<file path="config.mk">
export PLATFORM = sky130hd
export DESIGN_NAME = joint_safety_supervisor
export DESIGN_NICKNAME = d
export VERILOG_FILES = /design/src/rtl/jss_pkg.sv /design/src/rtl/jss_fifo.sv /design/src/rtl/jss_front.sv /design/src/rtl/jss_back.sv /design/src/rtl/joint_safety_supervisor.sv
export VERILOG_INCLUDE_DIRS = /design/src /design/src/rtl
export SDC_FILE = /design/constraint.sdc
export NUM_CORES = 2
export LEC_CHECK = 0
export ABC_AREA = 1
export BUFFER_PORTS_ARGS = -buffer_cell sky130_fd_sc_hd__buf_2
export CAP_MARGIN = 15
export CORE_ASPECT_RATIO = 0.8
export CORE_MARGIN = 2
export CORE_UTILIZATION = 30
export DETAILED_ROUTE_END_ITERATION = 10
export GPL_TIMING_DRIVEN = 1
export PLACE_DENSITY_LB_ADDON = 0.12
export SLEW_MARGIN = 30
export SYNTH_ARGS = -nofsm -noshare
export SYNTH_HDL_FRONTEND = slang
export SYNTH_SLANG_ARGS = --single-unit
</file>
<file path="constraint.sdc">
create_clock -name clk -period 8.8 [get_ports clk]
set_input_delay 0.88 -clock clk [delete_from_list [all_inputs] [get_ports clk]]
set_output_delay 0.88 -clock clk [all_outputs]
set_load 0.02 [all_outputs]
</file>
<file path="src/rtl/joint_safety_supervisor_macros.svh">
// Assertion macros for the joint safety supervisor.
// Define ASSERT_OFF to compile them away.
`ifndef JOINT_SAFETY_SUPERVISOR_MACROS_SVH
`define JOINT_SAFETY_SUPERVISOR_MACROS_SVH

`ifndef ASSERT_OFF
`define JSS_ASSERT(lbl, clk, rst_n, prop, msg) \
	lbl: assert property (@(posedge clk) disable iff (!rst_n) prop) else $error(msg);
`define JSS_ASSERT_NEXT(lbl, clk, rst_n, pre, post, msg) \
	lbl: assert property (@(posedge clk) disable iff (!rst_n) (pre) |=> (post)) \
		else $error(msg);
`else
`define JSS_ASSERT(lbl, clk, rst_n, prop, msg)
`define JSS_ASSERT_NEXT(lbl, clk, rst_n, pre, post, msg)
`endif

`endif

</file>
<file path="src/rtl/jss_pkg.sv">
package jss_pkg;

	localparam int VALUE_BITS = 16;
	localparam int MAG_BITS   = VALUE_BITS - 1;
	localparam int JOINT_W    = 4;
	localparam int JOINT_SPAN = 1 << JOINT_W;
	localparam int OP_W       = 4;
	localparam int LIMIT_W    = 24;
	localparam int REG_IDX_W  = 3;
	localparam int CFG_DATA_W = 24;

	typedef enum logic [OP_W-1:0] {
		OP_TICK        = 4'd0,
		OP_FEED        = 4'd1,
		OP_INPUT_SEEN  = 4'd2,
		OP_CHECK       = 4'd3,
		OP_STOP        = 4'd4,
		OP_CLEAR_STOP  = 4'd5,
		OP_RESET       = 4'd6,
		OP_WRITE_LIMIT = 4'd7,
		OP_CLEAR_TABLE = 4'd8
	} op_t;

	typedef enum logic [2:0] {
		EV_NONE      = 3'd0,
		EV_STOP      = 3'd1,
		EV_VIOLATION = 3'd2,
		EV_STALE     = 3'd3,
		EV_WATCHDOG  = 3'd4
	} ev_t;

	localparam logic [REG_IDX_W-1:0] REG_ESTOP_ENABLE    = 3'd0;
	localparam logic [REG_IDX_W-1:0] REG_WATCHDOG_ENABLE = 3'd1;
	localparam logic [REG_IDX_W-1:0] REG_WATCHDOG_LIMIT  = 3'd2;
	localparam logic [REG_IDX_W-1:0] REG_INPUT_ENABLE    = 3'd3;
	localparam logic [REG_IDX_W-1:0] REG_INPUT_LIMIT     = 3'd4;

	localparam logic [LIMIT_W-1:0] WATCHDOG_LIMIT_RST = 24'd1000;
	localparam logic [LIMIT_W-1:0] INPUT_LIMIT_RST    = 24'd500;

	typedef struct packed {
		logic [OP_W-1:0]               op;
		logic [JOINT_W-1:0]            joint;
		logic signed [VALUE_BITS-1:0]  position;
		logic signed [VALUE_BITS-1:0]  velocity;
		logic signed [VALUE_BITS-1:0]  effort;
		logic                          limit_on;
		logic signed [VALUE_BITS-1:0]  pos_min;
		logic signed [VALUE_BITS-1:0]  pos_max;
		logic [MAG_BITS-1:0]           vel_max;
		logic [MAG_BITS-1:0]           effort_max;
	} request_t;

	typedef struct packed {
		logic               joint_ok;
		logic               stop_active;
		logic               dog_expired;
		logic               input_stale;
		logic               limit_violated;
		logic [JOINT_W-1:0] bad_joint;
		logic [2:0]         event_kind;
		logic               event_raised;
	} result_t;

	typedef struct packed {
		logic                         on;
		logic signed [VALUE_BITS-1:0] pmin;
		logic signed [VALUE_BITS-1:0] pmax;
		logic [MAG_BITS-1:0]          vmax;
		logic [MAG_BITS-1:0]          emax;
	} limit_t;

	// classified request as queued between front and back
	typedef struct packed {
		logic [OP_W-1:0]              op;
		logic                         joint_hit;
		logic [JOINT_W-1:0]           joint;
		logic signed [VALUE_BITS-1:0] position;
		logic [VALUE_BITS-1:0]        vel_mag;
		logic [VALUE_BITS-1:0]        eff_mag;
		limit_t                       lim;
	} cmd_t;

endpackage

</file>
<file path="src/rtl/jss_fifo.sv">
module jss_fifo #(
	parameter int WIDTH = 8,
	parameter int DEPTH = 2
) (
	input  logic             clk,
	input  logic             arst_n,
	input  logic             wr_en,
	input  logic [WIDTH-1:0] wr_data,
	input  logic             rd_en,
	output logic [WIDTH-1:0] rd_data,
	output logic             empty,
	output logic             full
);

	localparam int PTR_W = (DEPTH > 1) ? $clog2(DEPTH) : 1;
	localparam int CNT_W = $clog2(DEPTH + 1);

	logic [WIDTH-1:0] mem_q [DEPTH];
	logic [PTR_W-1:0] wptr_q, rptr_q;
	logic [CNT_W-1:0] count_q;
	logic             wr, rd;

	assign full  = (count_q == CNT_W'(DEPTH));
	assign empty = (count_q == '0);
	assign wr    = wr_en && !full;
	assign rd    = rd_en && !empty;
	assign rd_data = mem_q[rptr_q];

	always_ff @(posedge clk) begin
		if (wr) begin
			mem_q[wptr_q] <= wr_data;
		end
	end

	always_ff @(posedge clk or negedge arst_n) begin
		if (!arst_n) begin
			wptr_q  <= '0;
			rptr_q  <= '0;
			count_q <= '0;
		end else begin
			if (wr) begin
				wptr_q <= (wptr_q == PTR_W'(DEPTH - 1)) ? '0 : wptr_q + 1'b1;
			end
			if (rd) begin
				rptr_q <= (rptr_q == PTR_W'(DEPTH - 1)) ? '0 : rptr_q + 1'b1;
			end
			if (wr && !rd) begin
				count_q <= count_q + 1'b1;
			end else if (rd && !wr) begin
				count_q <= count_q - 1'b1;
			end
		end
	end

endmodule

</file>
<file path="src/rtl/jss_front.sv">
module jss_front import jss_pkg::*; #(
	parameter int JOINT_COUNT = 16
) (
	input  request_t request,
	output cmd_t     cmd
);

	// two's complement magnitude; the most negative value maps to 2^(n-1) unsigned
	function automatic logic [VALUE_BITS-1:0] abs_val(logic signed [VALUE_BITS-1:0] v);
		return v[VALUE_BITS-1] ? (~v + 1'b1) : v;
	endfunction

	always_comb begin
		cmd.op        = request.op;
		cmd.joint     = request.joint;
		cmd.joint_hit = (int'(request.joint) < JOINT_COUNT);
		cmd.position  = request.position;
		cmd.vel_mag   = abs_val(request.velocity);
		cmd.eff_mag   = abs_val(request.effort);
		cmd.lim.on    = request.limit_on;
		cmd.lim.pmin  = request.pos_min;
		cmd.lim.pmax  = request.pos_max;
		cmd.lim.vmax  = request.vel_max;
		cmd.lim.emax  = request.effort_max;
	end

endmodule

</file>
<file path="src/rtl/jss_back.sv">
module jss_back import jss_pkg::*; #(
	parameter int JOINT_COUNT = 16,
	parameter int TICK_BITS   = 24
) (
	input  logic                  clk,
	input  logic                  arst_n,
	input  logic                  cfg_we,
	input  logic [REG_IDX_W-1:0]  cfg_index,
	input  logic [CFG_DATA_W-1:0] cfg_data,
	input  cmd_t                  cmd,
	input  logic                  cmd_empty,
	input  logic                  res_full,
	output logic                  cmd_pop,
	output logic                  res_push,
	output result_t               res
);

	localparam int TAB_DEPTH = (JOINT_COUNT < JOINT_SPAN) ? JOINT_COUNT : JOINT_SPAN;
	localparam int IDX_W     = (TAB_DEPTH > 1) ? $clog2(TAB_DEPTH) : 1;
	localparam int CMP_W     = (TICK_BITS > LIMIT_W) ? TICK_BITS : LIMIT_W;

	logic                 estop_en_q, dog_en_q, input_en_q;
	logic [LIMIT_W-1:0]   dog_limit_q, input_limit_q;

	logic [TAB_DEPTH-1:0] present_q;
	limit_t               entry_q [TAB_DEPTH];

	logic [TICK_BITS-1:0] dog_count_q, input_count_q;
	logic                 stop_q, dog_flag_q, stale_q, viol_q;
	logic [JOINT_W-1:0]   bad_q;
	ev_t                  event_q;

	logic                 go;
	logic [IDX_W-1:0]     idx;
	limit_t               entry;
	logic [TICK_BITS-1:0] dog_inc, input_inc;
	logic                 dog_hit, stale_hit, out_of_limits;

	logic [TICK_BITS-1:0] n_dog_count, n_input_count;
	logic                 n_stop, n_dog_flag, n_stale, n_viol;
	logic [JOINT_W-1:0]   n_bad;
	ev_t                  n_event;
	logic                 ok, raised;

	assign go       = !cmd_empty && !res_full;
	assign cmd_pop  = go;
	assign res_push = go;

	assign idx   = cmd.joint[IDX_W-1:0];
	assign entry = entry_q[idx];

	assign dog_inc   = (&dog_count_q) ? dog_count_q : dog_count_q + 1'b1;
	assign input_inc = (&input_count_q) ? input_count_q : input_count_q + 1'b1;
	assign stale_hit = input_en_q && (CMP_W'(input_inc) > CMP_W'(input_limit_q));
	assign dog_hit   = dog_en_q && (CMP_W'(dog_inc) > CMP_W'(dog_limit_q));

	assign out_of_limits = (cmd.position < entry.pmin) || (cmd.position > entry.pmax) ||
		(cmd.vel_mag > {1'b0, entry.vmax}) || (cmd.eff_mag > {1'b0, entry.emax});

	always_comb begin
		n_dog_count   = dog_count_q;
		n_input_count = input_count_q;
		n_stop        = stop_q;
		n_dog_flag    = dog_flag_q;
		n_stale       = stale_q;
		n_viol        = viol_q;
		n_bad         = bad_q;
		n_event       = event_q;
		ok            = 1'b0;
		raised        = 1'b0;
		case (cmd.op)
			OP_TICK: begin
				n_dog_count   = dog_inc;
				n_input_count = input_inc;
				if (stale_hit) begin
					n_stale = 1'b1;
					n_event = EV_STALE;
					raised  = 1'b1;
				end
				if (dog_hit) begin
					n_dog_flag = 1'b1;
					n_event    = EV_WATCHDOG;
					raised     = 1'b1;
					if (estop_en_q) begin
						n_stop  = 1'b1;
						n_event = EV_STOP;
					end
				end
				// on a tick with the emergency stop enabled, any latched fault escalates to a stop
				if (estop_en_q && (n_dog_flag || n_stale || viol_q) && !n_stop) begin
					n_stop  = 1'b1;
					n_event = EV_STOP;
					raised  = 1'b1;
				end
			end
			OP_FEED: begin
				n_dog_count = '0;
				n_dog_flag  = 1'b0;
			end
			OP_INPUT_SEEN: begin
				n_input_count = '0;
				n_stale       = 1'b0;
			end
			OP_CHECK: begin
				if (cmd.joint_hit && present_q[idx]) begin
					if (entry.on && out_of_limits) begin
						n_viol  = 1'b1;
						n_bad   = cmd.joint;
						n_event = EV_VIOLATION;
						raised  = 1'b1;
					end else begin
						ok = 1'b1;
					end
				end
			end
			OP_STOP: begin
				if (estop_en_q) begin
					n_stop  = 1'b1;
					n_event = EV_STOP;
					raised  = 1'b1;
				end
			end
			OP_CLEAR_STOP: begin
				n_stop = 1'b0;
			end
			OP_RESET: begin
				n_stop        = 1'b0;
				n_dog_flag    = 1'b0;
				n_stale       = 1'b0;
				n_viol        = 1'b0;
				n_bad         = '0;
				n_event       = EV_NONE;
				n_dog_count   = '0;
				n_input_count = '0;
			end
			OP_WRITE_LIMIT, OP_CLEAR_TABLE: begin
				// table updates only, see below
			end
			default: begin
			end
		endcase
	end

	always_comb begin
		res.joint_ok       = ok;
		res.stop_active    = n_stop;
		res.dog_expired    = n_dog_flag;
		res.input_stale    = n_stale;
		res.limit_violated = n_viol;
		res.bad_joint      = n_bad;
		res.event_kind     = n_event;
		res.event_raised   = raised;
	end

	always_ff @(posedge clk or negedge arst_n) begin
		if (!arst_n) begin
			dog_count_q   <= '0;
			input_count_q <= '0;
			stop_q        <= 1'b0;
			dog_flag_q    <= 1'b0;
			stale_q       <= 1'b0;
			viol_q        <= 1'b0;
			bad_q         <= '0;
			event_q       <= EV_NONE;
			present_q     <= '0;
		end else if (go) begin
			dog_count_q   <= n_dog_count;
			input_count_q <= n_input_count;
			stop_q        <= n_stop;
			dog_flag_q    <= n_dog_flag;
			stale_q       <= n_stale;
			viol_q        <= n_viol;
			bad_q         <= n_bad;
			event_q       <= n_event;
			if (cmd.op == OP_CLEAR_TABLE) begin
				present_q <= '0;
			end else if (cmd.op == OP_WRITE_LIMIT && cmd.joint_hit) begin
				present_q[idx] <= 1'b1;
			end
		end
	end

	always_ff @(posedge clk) begin
		if (go && cmd.op == OP_WRITE_LIMIT && cmd.joint_hit) begin
			entry_q[idx] <= cmd.lim;
		end
	end

	always_ff @(posedge clk or negedge arst_n) begin
		if (!arst_n) begin
			estop_en_q    <= 1'b1;
			dog_en_q      <= 1'b1;
			dog_limit_q   <= WATCHDOG_LIMIT_RST;
			input_en_q    <= 1'b1;
			input_limit_q <= INPUT_LIMIT_RST;
		end else if (cfg_we) begin
			case (cfg_index)
				REG_ESTOP_ENABLE:    estop_en_q    <= cfg_data[0];
				REG_WATCHDOG_ENABLE: dog_en_q      <= cfg_data[0];
				REG_WATCHDOG_LIMIT:  dog_limit_q   <= cfg_data[LIMIT_W-1:0];
				REG_INPUT_ENABLE:    input_en_q    <= cfg_data[0];
				REG_INPUT_LIMIT:     input_limit_q <= cfg_data[LIMIT_W-1:0];
				default: begin
				end
			endcase
		end
	end

endmodule

</file>
<file path="src/rtl/joint_safety_supervisor.sv">
// Path: a request is registered in the command queue; the back end executes it from
// its head and registers the result in the result queue, waiting while that queue is full.
// Throughput: one request per cycle while the result queue is not full.
// Reset (arst_n low, asynchronous): flags, counters and event code cleared, registers
// at their defaults, all limit entries marked absent, both queues emptied.
`include "joint_safety_supervisor_macros.svh"

module joint_safety_supervisor import jss_pkg::*; #(
	parameter int JOINT_COUNT = 16,
	parameter int TICK_BITS   = 24
) (
	input  logic                  clk,
	input  logic                  arst_n,
	input  logic                  push,
	output logic                  full,
	input  request_t              request,
	output logic                  empty,
	input  logic                  pop,
	output result_t               result,
	input  logic                  cfg_we,
	input  logic [REG_IDX_W-1:0]  cfg_index,
	input  logic [CFG_DATA_W-1:0] cfg_data
);

	localparam int CMD_DEPTH = 2;
	localparam int RES_DEPTH = 2;

	cmd_t                     cmd_in, cmd_out;
	logic [$bits(cmd_t)-1:0]  cmd_rdata;
	logic                     cmd_empty, cmd_pop;
	result_t                  res;
	logic [$bits(result_t)-1:0] res_rdata;
	logic                     res_full, res_push;

	jss_front #(
		.JOINT_COUNT(JOINT_COUNT)
	) u_front (
		.request(request),
		.cmd    (cmd_in)
	);

	jss_fifo #(
		.WIDTH($bits(cmd_t)),
		.DEPTH(CMD_DEPTH)
	) u_cmd_fifo (
		.clk    (clk),
		.arst_n (arst_n),
		.wr_en  (push),
		.wr_data(cmd_in),
		.rd_en  (cmd_pop),
		.rd_data(cmd_rdata),
		.empty  (cmd_empty),
		.full   (full)
	);

	assign cmd_out = cmd_t'(cmd_rdata);

	jss_back #(
		.JOINT_COUNT(JOINT_COUNT),
		.TICK_BITS  (TICK_BITS)
	) u_back (
		.clk      (clk),
		.arst_n   (arst_n),
		.cfg_we   (cfg_we),
		.cfg_index(cfg_index),
		.cfg_data (cfg_data),
		.cmd      (cmd_out),
		.cmd_empty(cmd_empty),
		.res_full (res_full),
		.cmd_pop  (cmd_pop),
		.res_push (res_push),
		.res      (res)
	);

	jss_fifo #(
		.WIDTH($bits(result_t)),
		.DEPTH(RES_DEPTH)
	) u_res_fifo (
		.clk    (clk),
		.arst_n (arst_n),
		.wr_en  (res_push),
		.wr_data(res),
		.rd_en  (pop),
		.rd_data(res_rdata),
		.empty  (empty),
		.full   (res_full)
	);

	assign result = result_t'(res_rdata);

	// an accepted request is always waiting for the back end on the next cycle
	`JSS_ASSERT_NEXT(a_req_queued, clk, arst_n, push && !full, !cmd_empty, "request lost")
	`JSS_ASSERT(a_stop_event, clk, arst_n, (!empty && result.event_raised && result.event_kind == EV_STOP) |-> result.stop_active, "stop event without stop flag")
	`JSS_ASSERT(a_dog_event, clk, arst_n, (!empty && result.event_raised && result.event_kind == EV_WATCHDOG) |-> result.dog_expired, "watchdog event without flag")
	`JSS_ASSERT(a_ok_quiet, clk, arst_n, (!empty && result.joint_ok) |-> !result.event_raised, "passing check raised an event")

endmodule

</file>
==> results.toml <==
[critical_path]
critPathBufInv = 4
cp-end-kind = "flip-flop"
cp_max_fo = 43
slowest_stage = "nor2_4"
startpoint_type = "flip-flop"
path_cells = "nand2_1, o21ai_4, buf_4, inv_2, nor2_4, buf_4, buf_4, a22oi_1, a21oi_1, nor4_1, ha_1, nand2_1, nor4b_1, nand4_1, nand2_1, nand2_1, a21oi_1, nand3_4, nand3_4, nand2_1, and2_1"
path_class = "flip-flop to flip-flop"
crit_path_frequent_cell = "nand2_1"
cp.arrival_ps = 6700
cpPeakStageDelay_ps = 760
crit_required_ps = 9320
crit_family = "simple AND/OR/NAND/NOR gates"

[grt]
grt_max_degree = 124
met3_usage_pct = 2.47
busiest_layer = "met2"
grtUsageMet1_pct = 24.8
antenna_found_initial = 5
grt_overflow_total = 0
grt_pass1_vias = 33859
grt_use_total_pct = 17.4
grt_pass1_wl_um = 243000
grt_util_met2_pct = 28.1

[logic_synthesis]
yosysTopAreaCell = "edfxtp_1"
synthTopCellsByCount = "edfxtp_1 (1,272), nand2_1 (647), a22oi_1 (448)"
synth_fp_nets = 4317
netlist_area_um2 = 56200
ys.flop_type = "edfxtp_1"
seq_area_frac_synth_pct = 74.0
netlist_instances = 4051
async_reset_ff_share_pct = 9.53
synth.distinct_cells = 64
ys_seq_elements = 1406
synth.most_common_cell = "edfxtp_1"
yosysTopAreaCellShare_pct = 68.0
synth_area_leaders = "edfxtp_1 (68%), a22oi_1 (6.0%), dfrtp_1 (5.3%)"
yosysWarnings = 0
synth_edf_count = 1272
syn_area_per_cell_um2 = 13.9

[cts]
cts_setup_buffers = 0
cts_buffer_depth = 3
hold_buffers = 0
clk_latency_ps = 800
cts_buffers = 153
cts_resized = 0
cts.sinks = 1406
cts_root_buf = "clkbuf_16"
htreeDepth = 4
clk_pin_slew_ps = 60
cts_tree = "yes"

[floorplanning]
design.core.area_um2 = 187000
initial_core_util_pct = 30.1
io-pin-count = 166
die_x_um = 488
die_area_um2 = 191000
die_height_um = 391
rows = 142

[placement]
gp_congestion = 0.764
place_hpwl_um = 94000
pre_cts_ws_ps = 2290
dp_cells = 6624
port_buffers = 165
placed_area_um2 = 60400

[sta]
fin_crit_sh_pct = 70.3
period_needed_ps = 6180
maxSlewHeadroom_pct = 34.8
rsz0062_at_grt = "false"
finalHoldViolCount = 0
hold_ws_ps = 157
drv_slew = 0
skew_ps = 37.8
tns_ps = 0
setup_viol = 0
tightest_slew_ps = 970
fmax_ghz = 0.162
setup_ws_ps = 2620

[pwr]
p_per_area_nw_per_um2 = 345
p_leak_nw = 22.7
total_power_mw = 22.6
vdd_drop_max_v = 0.000249

[final_layout]
fin_util_pct = 35.0
stdcell_count = 6910
nNetsFinal = 4526
drive_above_1_share_pct = 12.6
area_growth_syn_to_layout_pct = 16.3
design_area_um2 = 65300
fillers = 18082

[status]
status = "finished clean"

[detailed_routing]
viasPerCell = 4.90
drt_wl_total_um = 168000
vias = 33832
drtIter0Drc = 2458
drc = 0
wl_per_cell_um = 24.3
dr.pass1.iters = 5
postRouteAntennaNets = 0

[worst_hold_path]
hold_class = "input port to asynchronous set/reset pin"

[run]
maxCapViolations = 0
[per-layer routing]
metal	wire [um]	part of all wire, %	vias to the layer above
met5	33	0.020	-
met4	2870	1.7	6
met3	6580	3.9	202
met2	78800	47	697
met1	79500	47	17256
li1	-	-	15671
[worst reg2reg max path, stage by stage, from the launching register on]
cell and delay (ps):
dfrtp_4 600, nand2_1 150, o21ai_4 80, buf_4 440
inv_2 340, nor2_4 770, buf_4 540, buf_4 360
a22oi_1 140, a21oi_1 180, nor4_1 120, ha_1 310
nand2_1 70, nor4b_1 500, nand4_1 150, nand2_1 100
nand2_1 160, a21oi_1 300, nand3_4 210, nand3_4 160
nand2_1 80, and2_1 170
[cells in the final DEF, fill, tap and decap left out, drive strengths merged, types with 9 or more instances in the layout]
cell type,instances
o22ai,35
nand4,26
xnor2,12
a21oi,295
xor2,57
edfxtp,1272
a22oi,448
nor2,120
inv,263
dfstp,15
o221ai,14
dfrtp,119
buf,243
o21ai,135
nand3,52
clkinv,64
nor4,71
o21a,21
nand2,654
o31ai,9
nor3,81
ha,115
clkbuf,197
bufinv,10
[path summary, 6_finish.rpt]
check | end | cells past startpoint | from | slack, ps
min | u_back.input_limit_q[16] | 1 | arst_n | 160
min reg2reg | u_back.input_limit_q[23] | 2 | u_back.input_limit_q[23] | 480
max in group asynchronous | u_cmd_fifo.rptr_q | 2 | arst_n | 7210
max reg2reg | u_res_fifo.mem_q[1][4] | 21 | u_cmd_fifo.rptr_q | 2620
max | u_res_fifo.mem_q[1][4] | 21 | u_cmd_fifo.rptr_q | 2620
min in group clk | u_cmd_fifo.mem_q[1][104] | 1 | request[104] | 280
[power by group]
part / internal [mW] / switching, mW / total (mW)
Combinational: 1.97 / 5.42 / 7.39
Sequential: 8.68 / 0.194 / 8.87
Clock: 3.58 / 2.73 / 6.31
Total: 14.2 / 8.34 / 22.6
[state kept, by name, indices dropped and copies added, names as in the netlist]
register              flops
u_back.input_en_q         1
u_back.input_limit_q     24
u_cmd_fifo.rptr_q         1
u_back.dog_flag_q         1
u_res_fifo.mem_q         26
u_back.viol_q             1
u_back.entry_q         1008
u_cmd_fifo.wptr_q         1
u_cmd_fifo.mem_q        238
u_back.estop_en_q         1
u_cmd_fifo.count_q        2
u_res_fifo.count_q        2
u_back.present_q         16
u_back.event_q            3
u_back.dog_limit_q       24
u_back.stop_q             1
u_back.dog_en_q           1
u_res_fifo.wptr_q         1
u_back.bad_q              4
u_back.dog_count_q       24
u_back.input_count_q     24
u_res_fifo.rptr_q         1
u_back.stale_q            1
[cell families (layout without fill, tap and decap cells)]
kind of cell	after synthesis	after routing	share of synthesized area (%)
adders and majority gates	115	115	2.56
muxes	5	5	0.0890
xor gates and xnor gates	69	69	1.08
other	0	2	0
buffers and inverters	444	781	3.03
AOI/OAI and AO/OA	987	987	11.3
DFF	1406	1406	74.0
and+or+nand+nor	1025	1025	7.94
[cell type report]
cell class              instances  area, um^2  share of cell area [%]
inverters                     255         972                    1.49
repair buffers                243        1670                    2.56
clock inverters                86         808                    1.24
multi-input cells            2201       13100                    20.0
flip-flops and latches       1406       41600                    63.6
clock buffers                 197        4070                    6.22
diodes                          2        5.00                 0.00766
well taps                    2520        3150                    4.82
Power figures use the tool's default switching activity.
